==> src/sv/lc3s_pkg.sv <==
// ----------------------------------------------------------------------------
// lc3s_pkg
// Shared types, codes and helpers for the LC-3 instruction step block.
// ----------------------------------------------------------------------------
package lc3s_pkg;

  localparam int MemWordsDefault = 65536;

  // item function codes
  typedef enum logic [1:0] {
    FUNC_EXEC    = 2'd0,
    FUNC_MEM_WR  = 2'd1,
    FUNC_REG_WR  = 2'd2,
    FUNC_SET_PC  = 2'd3
  } func_t;

  // result status codes
  typedef enum logic [1:0] {
    ST_DONE    = 2'd0,
    ST_IGNORED = 2'd1,
    ST_HALTED  = 2'd2,
    ST_BAD     = 2'd3
  } status_t;

  // opcodes
  typedef enum logic [3:0] {
    OP_BR   = 4'h0, OP_ADD  = 4'h1, OP_LD   = 4'h2, OP_ST   = 4'h3,
    OP_JSR  = 4'h4, OP_AND  = 4'h5, OP_LDR  = 4'h6, OP_STR  = 4'h7,
    OP_RTI  = 4'h8, OP_NOT  = 4'h9, OP_LDI  = 4'ha, OP_STI  = 4'hb,
    OP_JMP  = 4'hc, OP_RES  = 4'hd, OP_LEA  = 4'he, OP_TRAP = 4'hf
  } opcode_t;

  // trap vectors serviced in place
  localparam logic [7:0] VEC_GETC = 8'h20;
  localparam logic [7:0] VEC_OUT  = 8'h21;
  localparam logic [7:0] VEC_IN   = 8'h23;
  localparam logic [7:0] VEC_HALT = 8'h25;

  // condition codes: bit2 N, bit1 Z, bit0 P
  localparam logic [2:0] CC_N = 3'b100;
  localparam logic [2:0] CC_Z = 3'b010;
  localparam logic [2:0] CC_P = 3'b001;

  // controller commands to the datapath
  typedef struct packed {
    logic clear;   // memory clearing pass
    logic latch;   // take the input item
    logic cmd;     // do write/set-PC item or execute checks
    logic fetch;   // read instruction
    logic decode;  // load IR, bump PC
    logic exec;    // execute or form effective address
    logic mema;    // first memory access
    logic ptr;     // take pointer for indirect access
    logic memb;    // indirect access
    logic memd;    // load data writeback
    logic out_load;
  } dp_cmd_t;

  // datapath status to the controller
  typedef struct packed {
    logic clear_done;
    logic go_fetch;
    logic is_ld;   // LD, LDR
    logic is_ldi;
    logic is_st;   // ST, STR
    logic is_sti;
  } dp_stat_t;

  function automatic logic [2:0] cc_of(input logic [15:0] w);
    logic [2:0] c;
    if (w[15]) c = CC_N;
    else if (w == 16'h0000) c = CC_Z;
    else c = CC_P;
    return c;
  endfunction

endpackage

==> src/sv/lc3s_ctrl.sv <==
// ----------------------------------------------------------------------------
// lc3s_ctrl
// Sequencer: clearing pass, item intake, instruction phases, result handoff.
// ----------------------------------------------------------------------------
module lc3s_ctrl (
  input  logic              clk,
  input  logic              rst,
  input  logic              s_tvalid,
  output logic              s_tready,
  output logic              m_tvalid,
  input  logic              m_tready,
  input  lc3s_pkg::dp_stat_t stat,
  output lc3s_pkg::dp_cmd_t  cmd
);
  import lc3s_pkg::*;

  typedef enum logic [10:0] {
    S_CLEAR  = 11'b00000000001,
    S_IDLE   = 11'b00000000010,
    S_CMD    = 11'b00000000100,
    S_FETCH  = 11'b00000001000,
    S_DECODE = 11'b00000010000,
    S_EXEC   = 11'b00000100000,
    S_MEMA   = 11'b00001000000,
    S_PTR    = 11'b00010000000,
    S_MEMB   = 11'b00100000000,
    S_MEMD   = 11'b01000000000,
    S_DONE   = 11'b10000000000
  } state_t;

  state_t state, state_next;
  logic   out_free;

  assign s_tready = (state == S_IDLE);
  assign out_free = !m_tvalid || m_tready;

  // commands decoded from state
  always_comb begin
    cmd          = '0;
    cmd.clear    = (state == S_CLEAR);
    cmd.latch    = (state == S_IDLE) && s_tvalid;
    cmd.cmd      = (state == S_CMD);
    cmd.fetch    = (state == S_FETCH);
    cmd.decode   = (state == S_DECODE);
    cmd.exec     = (state == S_EXEC);
    cmd.mema     = (state == S_MEMA);
    cmd.ptr      = (state == S_PTR);
    cmd.memb     = (state == S_MEMB);
    cmd.memd     = (state == S_MEMD);
    cmd.out_load = (state == S_DONE) && out_free;
  end

  // next state
  always_comb begin
    state_next = state;
    unique case (state)
      S_CLEAR:  if (stat.clear_done) state_next = S_IDLE;
      S_IDLE:   if (s_tvalid) state_next = S_CMD;
      S_CMD:    state_next = stat.go_fetch ? S_FETCH : S_DONE;
      S_FETCH:  state_next = S_DECODE;
      S_DECODE: state_next = S_EXEC;
      S_EXEC: begin
        if (stat.is_ld || stat.is_ldi || stat.is_st || stat.is_sti) state_next = S_MEMA;
        else state_next = S_DONE;
      end
      S_MEMA: begin
        if (stat.is_ld) state_next = S_MEMD;
        else if (stat.is_ldi || stat.is_sti) state_next = S_PTR;
        else state_next = S_DONE;
      end
      S_PTR:    state_next = S_MEMB;
      S_MEMB:   state_next = stat.is_ldi ? S_MEMD : S_DONE;
      S_MEMD:   state_next = S_DONE;
      S_DONE:   if (out_free) state_next = S_IDLE;
      default:  state_next = S_CLEAR;
    endcase
  end

  // state and output valid
  always_ff @(posedge clk) begin
    if (rst) begin
      state    <= S_CLEAR;
      m_tvalid <= 1'b0;
    end else begin
      state <= state_next;
      if (cmd.out_load) m_tvalid <= 1'b1;
      else if (m_tready) m_tvalid <= 1'b0;
    end
  end

endmodule

==> config.mk <==
export PLATFORM = sky130hd
export DESIGN_NAME = lc3s_ctrl
export DESIGN_NICKNAME = d
export VERILOG_FILES = /design/src/sv/lc3s_pkg.sv /design/src/sv/lc3s_ctrl.sv
export SDC_FILE = /design/constraint.sdc
export NUM_CORES = 1
export LEC_CHECK = 0
export BUFFER_PORTS_ARGS = -buffer_cell sky130_fd_sc_hd__buf_2
export CAP_MARGIN = 10
export CORE_MARGIN = 1.5
export CORE_UTILIZATION = 53
export DETAILED_ROUTE_END_ITERATION = 8
export MAX_ROUTING_LAYER = met4
export PLACE_DENSITY = 0.85
export SLEW_MARGIN = 20
export SYNTH_ARGS = -nofsm -noshare
export SYNTH_HDL_FRONTEND = slang
export SYNTH_SLANG_ARGS = --single-unit
export TNS_END_PERCENT = 100
==> constraint.sdc <==
create_clock -name clk -period 2.6 [get_ports clk]
set_input_delay 0.13 -clock clk [delete_from_list [all_inputs] [get_ports clk]]
set_output_delay 0.13 -clock clk [all_outputs]
set_load 0.02 [all_outputs]
# Word-level counts from Yosys, hierarchy flattened

Cells that the tools add are included.

Flip-flop bits (word level): 12
Input bits: 10
Output and inout bits: 13
Logic and storage cells: 37

Equal/unequal tests: 14
Multiplexer cells: 11
Reduce and logical (&&, ||, !) cells: 10

Operators with widths:

| kind                                                               | number |
|---|---|
| 11-bit case mux with 11 select lines                               | 1 |
| 11-bit 2-to-1 mux                                                  | 8 |
| 11-bit by 1-bit == test with 1-bit output (second input constant)  | 1 |
| 11-bit by 10-bit == test with 1-bit output (second input constant) | 1 |
| 11-bit == test (second input constant)                             | 1 |
| 11-bit by 2-bit == test with 1-bit output (second input constant)  | 1 |
| 11-bit by 3-bit == test with 1-bit output (second input constant)  | 1 |
| 11-bit by 4-bit == test with 1-bit output (second input constant)  | 1 |
| 11-bit by 5-bit == test with 1-bit output (second input constant)  | 1 |
| 11-bit by 6-bit == test with 1-bit output (second input constant)  | 1 |
| 11-bit by 7-bit == test with 1-bit output (second input constant)  | 1 |
| 11-bit by 8-bit == test with 1-bit output (second input constant)  | 1 |
| 11-bit by 9-bit == test with 1-bit output (second input constant)  | 1 |
| 2-bit inequality test (second input constant)                      | 3 |
| 1-bit logical OR                                                   | 5 |
| 3-bit AND reduction                                                | 1 |
| 1-bit logical AND                                                  | 2 |
| 1-bit 2-to-1 mux                                                   | 2 |
| 2-bit nonzero test                                                 | 1 |
| 1-bit zero test                                                    | 1 |

# Logic depth before layout (Yosys ltp)

Word-level depth: 5
Depth in mapped cells: 6

# Worst setup path after synthesis

OpenSTA, ideal clock, no wires.

Kind: register to register
Start point: register state[6]
End point: register state[4]
Arrival: 2017 ps
Required time: 2532 ps
Path slack: 516 ps
Stages on the path, launching flop included: 5
Buffers on the path: 0
Clock period less this slack: 2084 ps
Cells stage by stage: dfxtp_1 nor4_4 nand3_1 nor4b_1 nor2b_1

RTL lines:

| what                     | RTL line        | RTL |
|---|---|---|
| start: declaration       | lc3s_ctrl.sv:31 | `state_t state, state_next;` |
| start signal: assignment | lc3s_ctrl.sv:85 | `state <= state_next;` |

==> impl_metrics.env <==
export IMPL_start_util=0.583
export IMPL_syn_to_final_growth_pct=20.7
export IMPL_fill_cells=118
export IMPL_drive_gt1_frac=0.314
export IMPL_powerDensity_nw_per_um2=449
export IMPL_fin_skew_ns=0.00448
export IMPL_dpl_hpwl_um=1410
export IMPL_rows=13
export IMPL_dr_wl_met2_um=921
export IMPL_initialDrtViolationCount=25
export IMPL_htree_levels=1
export IMPL_synth_edf_count=0
export IMPL_synth_area_um2=778
export IMPL_dr_pass1_iters=4
export IMPL_ys_warn_count=0
export IMPL_status="completed"
export IMPL_n_antenna_cell=0
export IMPL_grt_max_degree=12
export IMPL_setup_viol=0
export IMPL_vdd_ir_drop_max_uv=212
export IMPL_die_area_um2=1710
export IMPL_crit_type="flop to primary output"
export IMPL_maxCapViolCount=0
export IMPL_final_cell_mix="22 x buf_2, 16 x nor2_1, 12 x dfxtp_1"
export IMPL_grt_overflow=0
export IMPL_p_int_uw=303
export IMPL_dr_total_vias=817
export IMPL_gp_congestion=0.758
export IMPL_io_buffers=22
export IMPL_seqPwrFrac=0.461
export IMPL_worst_pin_slew_ns=0.454
export IMPL_post_route_min_period_ns=2.25
export IMPL_root_buffer="clkbuf_4"
export IMPL_yosysSeqAreaShare=0.309
export IMPL_r2r_start="state[6]"
export IMPL_max_freq_ghz=0.445
export IMPL_hold_buffers=0
export IMPL_via_per_inst=6.14
export IMPL_critPathArrivalTime_ns=2.12
export IMPL_crit_path_start_kind="flop"
export IMPL_cts_sinks=12
export IMPL_synth_nets=103
export IMPL_numCtsBuffers=3
export IMPL_synth_seq_cells=12
export IMPL_ios=23
export IMPL_ant_nets=0
export IMPL_die_y_um=41.3
export IMPL_finalInstanceArea_um2=940
export IMPL_yosys_most_used_dff="dfxtp_1"
export IMPL_die_x_um=41.3
export IMPL_clockBufferDepth=2
export IMPL_worstHoldStart="stat[3]"
export IMPL_p_sw_frac=0.281
export IMPL_hp_class="input pin to flop"
export IMPL_p_switching_uw=119
export IMPL_async_reset_ff_frac=0
export IMPL_worstSetupEndpointType="primary output"
export IMPL_wirelength_um=1860
export IMPL_cp_max_fo=7
export IMPL_path_clk_slew_ns=0.08
export IMPL_grt_pass1_vias=665
export IMPL_ys_types=38
export IMPL_fin_nets=129
export IMPL_final_util=0.705
export IMPL_grt_total_usage=0.256
export IMPL_crit_start="state[10]"
export IMPL_drv_slew=0
export IMPL_fin_tns_setup_ns=0
export IMPL_clk_latency_ns=0.28
export IMPL_syn_inst=93
export IMPL_rsz0062_at_grt="no"
export IMPL_cts_resized=0
export IMPL_fp_coreArea_um2=1330
export IMPL_cp_required_ns=2.47
export IMPL_hold_viol_final=0
export IMPL_holdWs_ns=0.0365
export IMPL_grt_pass1_wl_um=2710
export IMPL_p_total_uw=421
export IMPL_slew_headroom=0.695
export IMPL_drc=0
export IMPL_clockPowerShare=0.365
export IMPL_post_route_period_util=0.865
export IMPL_p_leak_uw=0.000395
export IMPL_post_cts_buffers=0
export IMPL_wl_met3_um=171
export IMPL_avgRoutedWirePerCell_um=14.0
export IMPL_layout_commonest_cell="buf_2"
export IMPL_combPwrFrac=0.174
export IMPL_highest_layer="met4"
export IMPL_antenna_found_initial=0
export IMPL_place_area_um2=903
export IMPL_syn_area_per_cell_um2=8.37
export IMPL_cts_tree="built"
export IMPL_wl_met1_um=734
[path summary, 6_finish.rpt]
kind                            slack, ns       end  cells after the start
worst min-delay path                 0.04  state[7]                      2
worst max register to register       0.63  state[0]                      5
worst max-delay path                 0.35    cmd[6]                      5
worst min register to register       0.62  m_tvalid                      3
[state kept, by name, summed over array words and instances, names as in the netlist]
name      cells
m_tvalid      1
state        11
[per-stage QoR]
step | cells | setup WS, ns
5_1_grt | 133 | 0.245
3_3_place_gp | 129 | 0.732
6_report | 133 | 0.352
2_1_floorplan | 93 | 0.516
4_1_cts | 133 | 0.386
3_5_place_dp | 129 | 0.640
[cells by family (layout without fill, tap and decap cells)]
kind of cell,Yosys count,count (layout),share of synthesized area
DFF,12,12,0.309
AOI/OAI and AO/OA,17,17,0.164
muxes,1,1,0.0129
xor gates and xnor gates,2,2,0.0225
buffers and inverters,4,29,0.0193
and+or+nand+nor,57,57,0.473
[routing by layer]
layer / up-vias / track usage
met2: 47 / 0.438
met1: 366 / 0.261
met3: 6 / 0.0957
met5: - / -
li1: 398 / -
met4: 0 / 0.113
[synth_stat cells (2+ instances only)]
cell type  number  area share
a21oi_1         3       0.019
xor2_1          2       0.023
nor2b_1         3       0.024
nand2_1         2      0.0096
nor3b_1         2       0.019
nand2b_1        5       0.040
nor3_1          3       0.019
nand3b_1        3       0.029
o211ai_1        2       0.019
nand4_1         3       0.024
nand3_1         4       0.026
nor2_1         16       0.077
a31oi_1         2       0.016
inv_1           3       0.014
nor4b_1         2       0.023
a22oi_1         2       0.019
o21ai_0         3       0.019
dfxtp_1        12        0.31
and2_1          2       0.016
[worst max-delay path, cell delays in order, from the launching register on]
cell     delay (ns)
dfxtp_1        0.38
nor2_1         0.38
nand3_1        0.26
or3_2          0.53
nor2_1         0.12
buf_2          0.17
[power groups by stage]
stage          Sequential (uW)  Clock, uW  Combinational [uW]
5_1_grt                    195        161                80.8
4_1_cts                    194        156                72.8
3_5_place_dp               198          0                72.1
6_report                   194        154                73.2
2_1_floorplan              196          0                50.7
3_3_place_gp               198          0                69.3
[layout make-up]
type | count | area [um2] | share of cell area
Multi-Input combinational cell | 77 | 523 | 0.557
Inverter | 3 | 11.3 | 0.0120
Timing Repair Buffer | 22 | 110 | 0.117
Clock buffer | 4 | 36.3 | 0.0386
Tap cell | 15 | 18.8 | 0.0200
Sequential cell | 12 | 240 | 0.256
No activity file was read; power rests on OpenSTA's default activity.
